`src/sv/erpp_pkg.sv`:
```
// ----------------------------------------------------------------------------
// erpp_pkg
// Types, constants and the sine table of the vertex rotate and project block.
// ----------------------------------------------------------------------------
package erpp_pkg;

   // sine table geometry
   localparam int SINE_DEPTH = 256;
   localparam int SINE_IDX_W = $clog2(SINE_DEPTH);

   // field and datapath widths
   localparam int ANGLE_W     = 16;
   localparam int ZOOM_W      = 15;
   localparam int COORD_W     = 16;
   localparam int TRIG_W      = 16;
   localparam int TRIG_FRAC   = 14;
   localparam int ROT_W       = 19;
   localparam int PROD_W      = 35;
   localparam int SUM_W       = 36;
   localparam int CAM_W       = 17;
   localparam int FOCAL_W     = 23;
   localparam int DEPTH_RAW_W = 20;
   localparam int DEPTH_W     = 18;
   localparam int SCREEN_W    = 24;
   localparam int NUM_W       = 42;
   localparam int QUOT_W      = 26;
   localparam int DEN_W       = 26;
   localparam int CSR_INDEX_W = 2;
   localparam int CSR_DATA_W  = 16;

   // divider pipeline shape
   localparam int DIV_STEPS_PER_STAGE = 2;
   localparam int DIV_STAGES          = QUOT_W / DIV_STEPS_PER_STAGE;

   // camera distance divider
   localparam int CAM_NUM_W   = 27;
   localparam int CAM_REM_W   = 15;
   localparam int CAM_COUNT_W = 5;

   // configuration constants
   localparam logic [ANGLE_W-1:0]     ANGLE_X_RESET = 16'd5215;
   localparam logic [ANGLE_W-1:0]     QUARTER_TURN  = 16'd16384;
   localparam logic [ZOOM_W-1:0]      ZOOM_RESET    = 15'd4096;
   localparam logic [ZOOM_W-1:0]      ZOOM_MIN      = 15'd1024;
   localparam logic [ZOOM_W-1:0]      ZOOM_MAX      = 15'd16384;
   localparam logic [CAM_NUM_W-1:0]   CAM_SCALE     = 27'd100663296;
   localparam logic [CAM_W-1:0]       CAM_RESET     = 17'd24576;
   localparam logic [CAM_COUNT_W-1:0] CAM_STEPS     = 5'd27;
   localparam logic [FOCAL_W-1:0]     FOCAL_SCALE   = 23'd300;

   // datapath constants
   localparam logic signed [SUM_W-1:0]       ROUND_BIAS  = 36'sd8192;
   localparam logic signed [DEPTH_RAW_W-1:0] DEPTH_MIN_S = 20'sd410;
   localparam logic signed [DEPTH_RAW_W-1:0] DEPTH_MAX_S = 20'sd262143;
   localparam logic [DEPTH_W-1:0]            DEPTH_MIN   = 18'd410;
   localparam logic [DEPTH_W-1:0]            DEPTH_MAX   = 18'd262143;
   localparam logic [QUOT_W-1:0]             SCREEN_LIM  = 26'd8388608;
   localparam logic [SCREEN_W-1:0]           SCREEN_MAX  = 24'h7FFFFF;
   localparam logic [SCREEN_W-1:0]           SCREEN_MIN  = 24'h800000;
   localparam logic [63:0]                   PI_Q30      = 64'd3373259426;

   // register indexes
   typedef enum logic [CSR_INDEX_W-1:0] {
      CSR_ANGLE_X     = 2'd0,
      CSR_ANGLE_Y     = 2'd1,
      CSR_ANGLE_Z     = 2'd2,
      CSR_ZOOM_FACTOR = 2'd3
   } csr_index_type;

   typedef struct packed {
      logic signed [COORD_W-1:0] vertex_x;
      logic signed [COORD_W-1:0] vertex_y;
      logic signed [COORD_W-1:0] vertex_z;
   } req_type;

   typedef struct packed {
      logic signed [SCREEN_W-1:0] screen_x;
      logic signed [SCREEN_W-1:0] screen_y;
      logic [DEPTH_W-1:0]         view_depth;
   } rsp_type;

   typedef struct packed {
      logic signed [TRIG_W-1:0] sin_x;
      logic signed [TRIG_W-1:0] cos_x;
      logic signed [TRIG_W-1:0] sin_y;
      logic signed [TRIG_W-1:0] cos_y;
      logic signed [TRIG_W-1:0] sin_z;
      logic signed [TRIG_W-1:0] cos_z;
   } trig_type;

   typedef struct packed {
      trig_type            trig;
      logic [CAM_W-1:0]    cam;
      logic [FOCAL_W-1:0]  focal;
      logic                busy;
   } cfg_type;

   typedef struct packed {
      logic signed [NUM_W-1:0] num_x;
      logic signed [NUM_W-1:0] num_y;
      logic [DEPTH_W-1:0]      depth;
   } proj_type;

   typedef logic signed [TRIG_W-1:0] sine_table_type [SINE_DEPTH];

   // sine of a quarter-turn offset, taylor series in Q30, result Q1.14
   function automatic logic [63:0] quarter_sine(input logic [63:0] r);
      logic [63:0] x;
      logic [63:0] x2;
      logic [63:0] term;
      logic [63:0] sum;
      x    = (r * PI_Q30) >> 15;
      x2   = (x * x) >> 30;
      term = x;
      sum  = x;
      for (int n = 1; n <= 6; n++) begin
         term = (term * x2) >> 30;
         case (n)
            1:       term = term / 64'd6;
            2:       term = term / 64'd20;
            3:       term = term / 64'd42;
            4:       term = term / 64'd72;
            5:       term = term / 64'd110;
            default: term = term / 64'd156;
         endcase
         if (n % 2 == 1) sum = sum - term;
         else            sum = sum + term;
      end
      return (sum + 64'd32768) >> 16;
   endfunction

   // sine of a full 16-bit turn angle
   function automatic logic signed [TRIG_W-1:0] turn_sine(input logic [ANGLE_W-1:0] u);
      logic [63:0]              v;
      logic signed [TRIG_W-1:0] val;
      if (u[14]) v = quarter_sine(64'd16384 - 64'(u[13:0]));
      else       v = quarter_sine(64'(u[13:0]));
      val = v[TRIG_W-1:0];
      return u[15] ? -val : val;
   endfunction

   function automatic sine_table_type build_sine_table();
      sine_table_type t;
      int             u;
      for (int k = 0; k < SINE_DEPTH; k++) begin
         u    = (k * 65536) / SINE_DEPTH;
         t[k] = turn_sine(ANGLE_W'(u));
      end
      return t;
   endfunction

   localparam sine_table_type SINE_TABLE = build_sine_table();

   // table entry that an angle selects
   function automatic logic [SINE_IDX_W-1:0] sine_index(input logic [ANGLE_W-1:0] angle);
      logic [31:0] p;
      p = 32'(angle) * 32'(SINE_DEPTH);
      return p[ANGLE_W +: SINE_IDX_W];
   endfunction

endpackage

```
`src/sv/erpp_divide.sv`:
```
// ----------------------------------------------------------------------------
// erpp_divide
// Pipelined restoring divider for both screen axes: a setup stage that adds
// half the divisor for rounding, two quotient bits per stage, then sign and
// saturation into the output register.
// ----------------------------------------------------------------------------
module erpp_divide import erpp_pkg::*; (
   input  logic     clock,
   input  logic     reset,
   input  logic     in_valid,
   output logic     in_ready,
   input  proj_type in_data,
   output logic     out_valid,
   input  logic     out_ready,
   output rsp_type  out_data
);

   localparam int NSTAGE = DIV_STAGES + 2;

   logic [NSTAGE-1:0] valid_ff, valid_in;
   logic [NSTAGE-1:0] adv;

   logic [1:0][DEN_W-1:0]  rem_ff [0:DIV_STAGES];
   logic [1:0][QUOT_W-1:0] nq_ff  [0:DIV_STAGES];
   logic [1:0]             neg_ff [0:DIV_STAGES];
   logic [DEN_W-1:0]       den_ff [0:DIV_STAGES];
   logic [DEPTH_W-1:0]     dep_ff [0:DIV_STAGES];

   logic [1:0][DEN_W-1:0]  rem0_in;
   logic [1:0][QUOT_W-1:0] nq0_in;
   logic [1:0]             neg0_in;
   logic [DEN_W-1:0]       den0_in;

   rsp_type rsp_ff, rsp_in;

   // stall chain
   always_comb begin
      adv[NSTAGE-1] = ~valid_ff[NSTAGE-1] | out_ready;
      for (int i = NSTAGE - 2; i >= 0; i--) begin
         adv[i] = ~valid_ff[i] | adv[i+1];
      end
   end

   assign in_ready = adv[0];

   always_comb begin
      valid_in[0] = adv[0] ? in_valid : valid_ff[0];
      for (int i = 1; i < NSTAGE; i++) begin
         valid_in[i] = adv[i] ? valid_ff[i-1] : valid_ff[i];
      end
   end

   // setup: magnitude plus half divisor, leading bits into the remainder
   always_comb begin
      logic signed [NUM_W-1:0] num;
      logic [NUM_W-1:0]        mag;
      logic [NUM_W-1:0]        n;
      den0_in = {in_data.depth, 8'b0};
      for (int l = 0; l < 2; l++) begin
         num        = (l == 0) ? in_data.num_x : in_data.num_y;
         neg0_in[l] = num[NUM_W-1];
         mag        = neg0_in[l] ? NUM_W'(-num) : NUM_W'(num);
         n          = mag + NUM_W'({in_data.depth, 7'b0});
         rem0_in[l] = DEN_W'(n[NUM_W-1:QUOT_W]);
         nq0_in[l]  = n[QUOT_W-1:0];
      end
   end

   always_ff @(posedge clock) begin
      if (adv[0]) begin
         rem_ff[0] <= rem0_in;
         nq_ff[0]  <= nq0_in;
         neg_ff[0] <= neg0_in;
         den_ff[0] <= den0_in;
         dep_ff[0] <= in_data.depth;
      end
   end

   // quotient stages
   for (genvar g = 1; g <= DIV_STAGES; g++) begin : g_step
      logic [1:0][DEN_W-1:0]  rem_in;
      logic [1:0][QUOT_W-1:0] nq_in;

      always_comb begin
         logic [DEN_W-1:0]  r;
         logic [QUOT_W-1:0] q;
         logic [DEN_W:0]    t;
         logic              b;
         for (int l = 0; l < 2; l++) begin
            r = rem_ff[g-1][l];
            q = nq_ff[g-1][l];
            for (int s = 0; s < DIV_STEPS_PER_STAGE; s++) begin
               t = {r, q[QUOT_W-1]};
               b = (t >= {1'b0, den_ff[g-1]});
               r = b ? DEN_W'(t - {1'b0, den_ff[g-1]}) : t[DEN_W-1:0];
               q = {q[QUOT_W-2:0], b};
            end
            rem_in[l] = r;
            nq_in[l]  = q;
         end
      end

      always_ff @(posedge clock) begin
         if (adv[g]) begin
            rem_ff[g] <= rem_in;
            nq_ff[g]  <= nq_in;
            neg_ff[g] <= neg_ff[g-1];
            den_ff[g] <= den_ff[g-1];
            dep_ff[g] <= dep_ff[g-1];
         end
      end
   end

   // apply sign and saturate
   always_comb begin
      logic [QUOT_W-1:0]   q;
      logic [SCREEN_W-1:0] s;
      rsp_in.screen_x   = '0;
      rsp_in.screen_y   = '0;
      rsp_in.view_depth = dep_ff[DIV_STAGES];
      for (int l = 0; l < 2; l++) begin
         q = nq_ff[DIV_STAGES][l];
         if (neg_ff[DIV_STAGES][l]) s = (q >= SCREEN_LIM) ? SCREEN_MIN : -q[SCREEN_W-1:0];
         else                       s = (q >= SCREEN_LIM) ? SCREEN_MAX : q[SCREEN_W-1:0];
         if (l == 0) rsp_in.screen_x = s;
         else        rsp_in.screen_y = s;
      end
   end

   always_ff @(posedge clock) begin
      if (adv[NSTAGE-1]) rsp_ff <= rsp_in;
   end

   always_ff @(posedge clock) begin
      if (reset) valid_ff <= '0;
      else       valid_ff <= valid_in;
   end

   assign out_valid = valid_ff[NSTAGE-1];
   assign out_data  = rsp_ff;

endmodule

```
`config.mk`:
```
export PLATFORM = sky130hd
export DESIGN_NAME = erpp_divide
export DESIGN_NICKNAME = d
export VERILOG_FILES = /design/src/sv/erpp_pkg.sv /design/src/sv/erpp_divide.sv
export SDC_FILE = /design/constraint.sdc
export NUM_CORES = 2
export LEC_CHECK = 0
export ABC_AREA = 1
export BUFFER_PORTS_ARGS = -buffer_cell sky130_fd_sc_hd__buf_2
export CAP_MARGIN = 20
export CELL_PAD_IN_SITES_DETAIL_PLACEMENT = 1
export CELL_PAD_IN_SITES_GLOBAL_PLACEMENT = 2
export CORE_MARGIN = 2
export CORE_UTILIZATION = 37
export CTS_CLUSTER_DIAMETER = 50
export DETAILED_ROUTE_END_ITERATION = 16
export PLACE_DENSITY_LB_ADDON = 0.1
export SYNTH_ARGS = -nofsm -noshare
export SYNTH_HDL_FRONTEND = slang
export SYNTH_SLANG_ARGS = --single-unit
```
`constraint.sdc`:
```
create_clock -name clock -period 26.4 [get_ports clock]
set_clock_uncertainty 0.2 [all_clocks]
set_input_delay 5.28 -clock clock [delete_from_list [all_inputs] [get_ports clock]]
set_output_delay 5.28 -clock clock [all_outputs]
set_load 0.02 [all_outputs]
```
==> flow_metrics.tcl <==
set metrics [dict create \
    timing.final.ws_setup_ns 10.96 \
    wl_per_cell_um 22.7 \
    synth_ff_type "edfxtp_1" \
    slew_viol_final 0 \
    routed_wl_um 399000 \
    fp-row-count 204 \
    max_stage_delay_ns 0.64 \
    arrival_ns 9.96 \
    finalHoldViolCount 0 \
    cp-start-kind "primary input" \
    end_kind "primary output" \
    nets 14300 \
    fin_area_um2 128000 \
    num-fill-cells 36000 \
    post_drt_via_cell_ratio 5.28 \
    die_h_um 561 \
    gp_congestion 0.908 \
    synthArstFlopShare_pct 0 \
    cts_made_buffers 230 \
    min_period_ns 15.44 \
    port_buffers 173 \
    antenna_found_initial 25 \
    ir_drop_mv 0.0678 \
    grt_pass1_wl_um 600000 \
    timing.rr.start "den_ff[5][15]" \
    r2r_cells 22 \
    drc_errors 0 \
    vias 92700 \
    status "completed" \
    setup_tns_ns 0 \
    synth_top_family_by_area "simple AND/OR/NAND/NOR gates" \
    setup_viol 0 \
    grt_max_degree 127 \
    synth_simple_gate_area_share_pct 21.7 \
    synth_compound_area_share_pct 10.4 \
    crit_top_cell "nor2_2" \
    hold_buffers 0 \
    antenna_left 0 \
    ys_ff_latch 1745 \
    clk_pin_slew_ns 0.06 \
    crit_required_ns 20.92 \
    rrSetupSlack_ns 19.47 \
    syn-num-nets 14100 \
    grt_use_total_pct 24.9 \
    core_area_um2 309000 \
    ys_types 74 \
    cp_max_fo 126 \
    dp_hpwl_um 323000 \
    post_synth_xor_area_fraction_pct 6.04 \
    syn_avg_cell_area_um2 8.87 \
    worst_pin_slew_ns 1.24 \
    synth-adder-area-share_pct 11.3 \
    cts_setup_buffers 0 \
    fp.dieW_um 561 \
    yosysSeqAreaShare_pct 45.5 \
    hold_class "reg2reg" \
    drt_iter0_drc 5132 \
    grt_pass1_vias 96400 \
    die_area_um2 315000 \
    drive_gt1_share_pct 6.53 \
    cp_slowest_cell "nand4_4" \
    cts_resized 0 \
    criticalPathCategory "in2out" \
    rsz0062_at_grt "no" \
    root_buffer "clkbuf_16" \
    power_density_nw_per_um2 143 \
    htree_levels 4 \
    setup.worst_path.end "in_ready" \
    drv_cap 0 \
    netlist_instances 13000 \
    critPathBufInv 5 \
    cp_cell_sequence "buf_2 -> inv_1 -> nand4_1 -> buf_12 -> nor2_2 -> nand4_4 -> nor2_2 -> nand4_1 -> nor2_1 -> inv_6 -> nor2_2 -> nand3_4 -> buf_2" \
    clock-sinks 1745 \
    pre_cts_ws_ns 10.86 \
    synth_mux_area_share_pct 0.00871 \
    crit_start "out_ready" \
    placedInstanceArea_um2 120000 \
    fin_crit_sh_pct 58.5 \
    worst_r2r_endpoint "rem_ff[0][346]" \
    cp_top_family "simple AND/OR/NAND/NOR gates" \
    drtPass1Iterations 5 \
    worst-path-stages 13 \
    synth_edf_count 1730 \
    clockBufferDepth 4 \
    synthesis.area_um2 115000 \
    clk_latency_ns 0.93 \
    fmax_mhz 64.8 \
    area_delta_synth_final_pct 11.5 \
    cts_tree "yes" \
    p_leak_nw 57.5 \
    ys_warn_count 0 \
    maxSlewHeadroom_pct 16.3 \
    start_util_pct 37.2 \
    pin_count 174 \
    grt.overflow.total 0 \
]
-- registers in the layout, indices dropped and copies added (netlist names) --
register / flops
dep_ff: 18
rem_ff: 656
out_data: 66
den_ff: 234
valid_ff: 15
nq_ff: 728
neg_ff: 28
-- synth_stat cells (all sizes together) (4+ instances only) --
| library cell | number | share of area [%] |
|---|---|---|
| nand2 | 3379 | 11 |
| edfxtp | 1730 | 45 |
| inv | 1258 | 4.1 |
| ha | 958 | 10 |
| a21oi | 948 | 4.2 |
| nor2 | 939 | 3.2 |
| o21ai | 896 | 4.0 |
| nand3 | 764 | 3.5 |
| xor2 | 460 | 3.5 |
| xnor2 | 332 | 2.5 |
| nand4 | 319 | 1.8 |
| nor3 | 157 | 0.73 |
| buf | 140 | 0.83 |
| a21o | 92 | 0.60 |
| or2 | 83 | 0.45 |
| nor4 | 78 | 0.44 |
| a21boi | 55 | 0.36 |
| fa | 52 | 0.91 |
| a31oi | 48 | 0.27 |
| clkbuf | 46 | 0.15 |
| o21bai | 40 | 0.26 |
| nand3b | 31 | 0.20 |
| o31ai | 22 | 0.14 |
| o21a | 20 | 0.13 |
| o211ai | 16 | 0.10 |
| dfxtp | 15 | 0.26 |
| a211oi | 11 | 0.072 |
| a41oi | 10 | 0.076 |
| and3 | 9 | 0.049 |
| and2 | 8 | 0.044 |
| nor3b | 8 | 0.061 |
| o41ai | 4 | 0.030 |
-- logic make-up (layout without fill, tap and decap cells) --
kind of cell | count (synthesis) | in the layout
AOI/OAI and AO/OA | 2174 | 2174
xor gates and xnor gates | 792 | 792
adders and majority gates | 1010 | 1010
buffers and inverters | 1446 | 1905
DFF | 1745 | 1745
muxes | 1 | 1
other | 0 | 9
and+or+nand+nor | 5782 | 5782
-- power by group --
part	switching (W)	internal [W]
sequential	0.000605	0.00429
combinational	0.00677	0.00351
clock	0.00129	0.00186
-- routing by layer --
| layer | GRT usage [%] | vias to the layer above | routed length [um] |
|---|---|---|---|
| met5 | 0 | - | 0 |
| met4 | 6.54 | 0 | 11100 |
| li1 | - | 45400 | - |
| met2 | 43.4 | 1314 | 195000 |
| met3 | 2.27 | 481 | 12200 |
| met1 | 32.9 | 45500 | 181000 |
-- worst min-delay path by stage --
stage	endpoint	start	cells past startpoint
floorplan	neg_ff[0][10]	neg_ff[0][8]	0
global placement	nq_ff[4][22]	nq_ff[3][72]	0
detailed placement	nq_ff[1][12]	nq_ff[0][62]	0
CTS	nq_ff[2][98]	nq_ff[2][44]	0
global route	nq_ff[2][97]	nq_ff[2][43]	0
finish	nq_ff[2][97]	nq_ff[2][43]	0
-- through the flow --
stage	hold slack (ns)	total power, W	util (%)	std cells
2_1_floorplan	0.200	0.0122	-	13000
3_3_place_gp	0.200	0.0150	38.9	17100
3_5_place_dp	0.205	0.0152	38.9	17100
4_1_cts	0.0793	0.0185	41.5	17500
5_1_grt	0.0953	0.0199	41.5	17500
6_report	0.0893	0.0183	41.5	17500
-- placed cells by master (no fill, tap or decap), drive strengths merged, types with 215 or more instances in the layout --
| cell type | count |
|---|---|
| a21oi | 948 |
| o21ai | 896 |
| edfxtp | 1730 |
| nand3 | 764 |
| ha | 958 |
| nor2 | 939 |
| nand2 | 3379 |
| inv | 1313 |
| buf | 215 |
| clkbuf | 258 |
| xnor2 | 332 |
| nand4 | 319 |
| xor2 | 460 |
-- final cells by class --
cell class	count	area, um2	area share (%)
clock buffer	258	5970	4.66
tap	4120	5150	4.02
inverter	1260	4750	3.71
sequential	1745	52300	40.8
clock inverter	172	1890	1.48
multi-input combinational	9759	56900	44.4
antenna	9	22.5	0.0176
timing repair buffer	215	1190	0.932
Note: power is estimated with default switching activity, not from simulation.
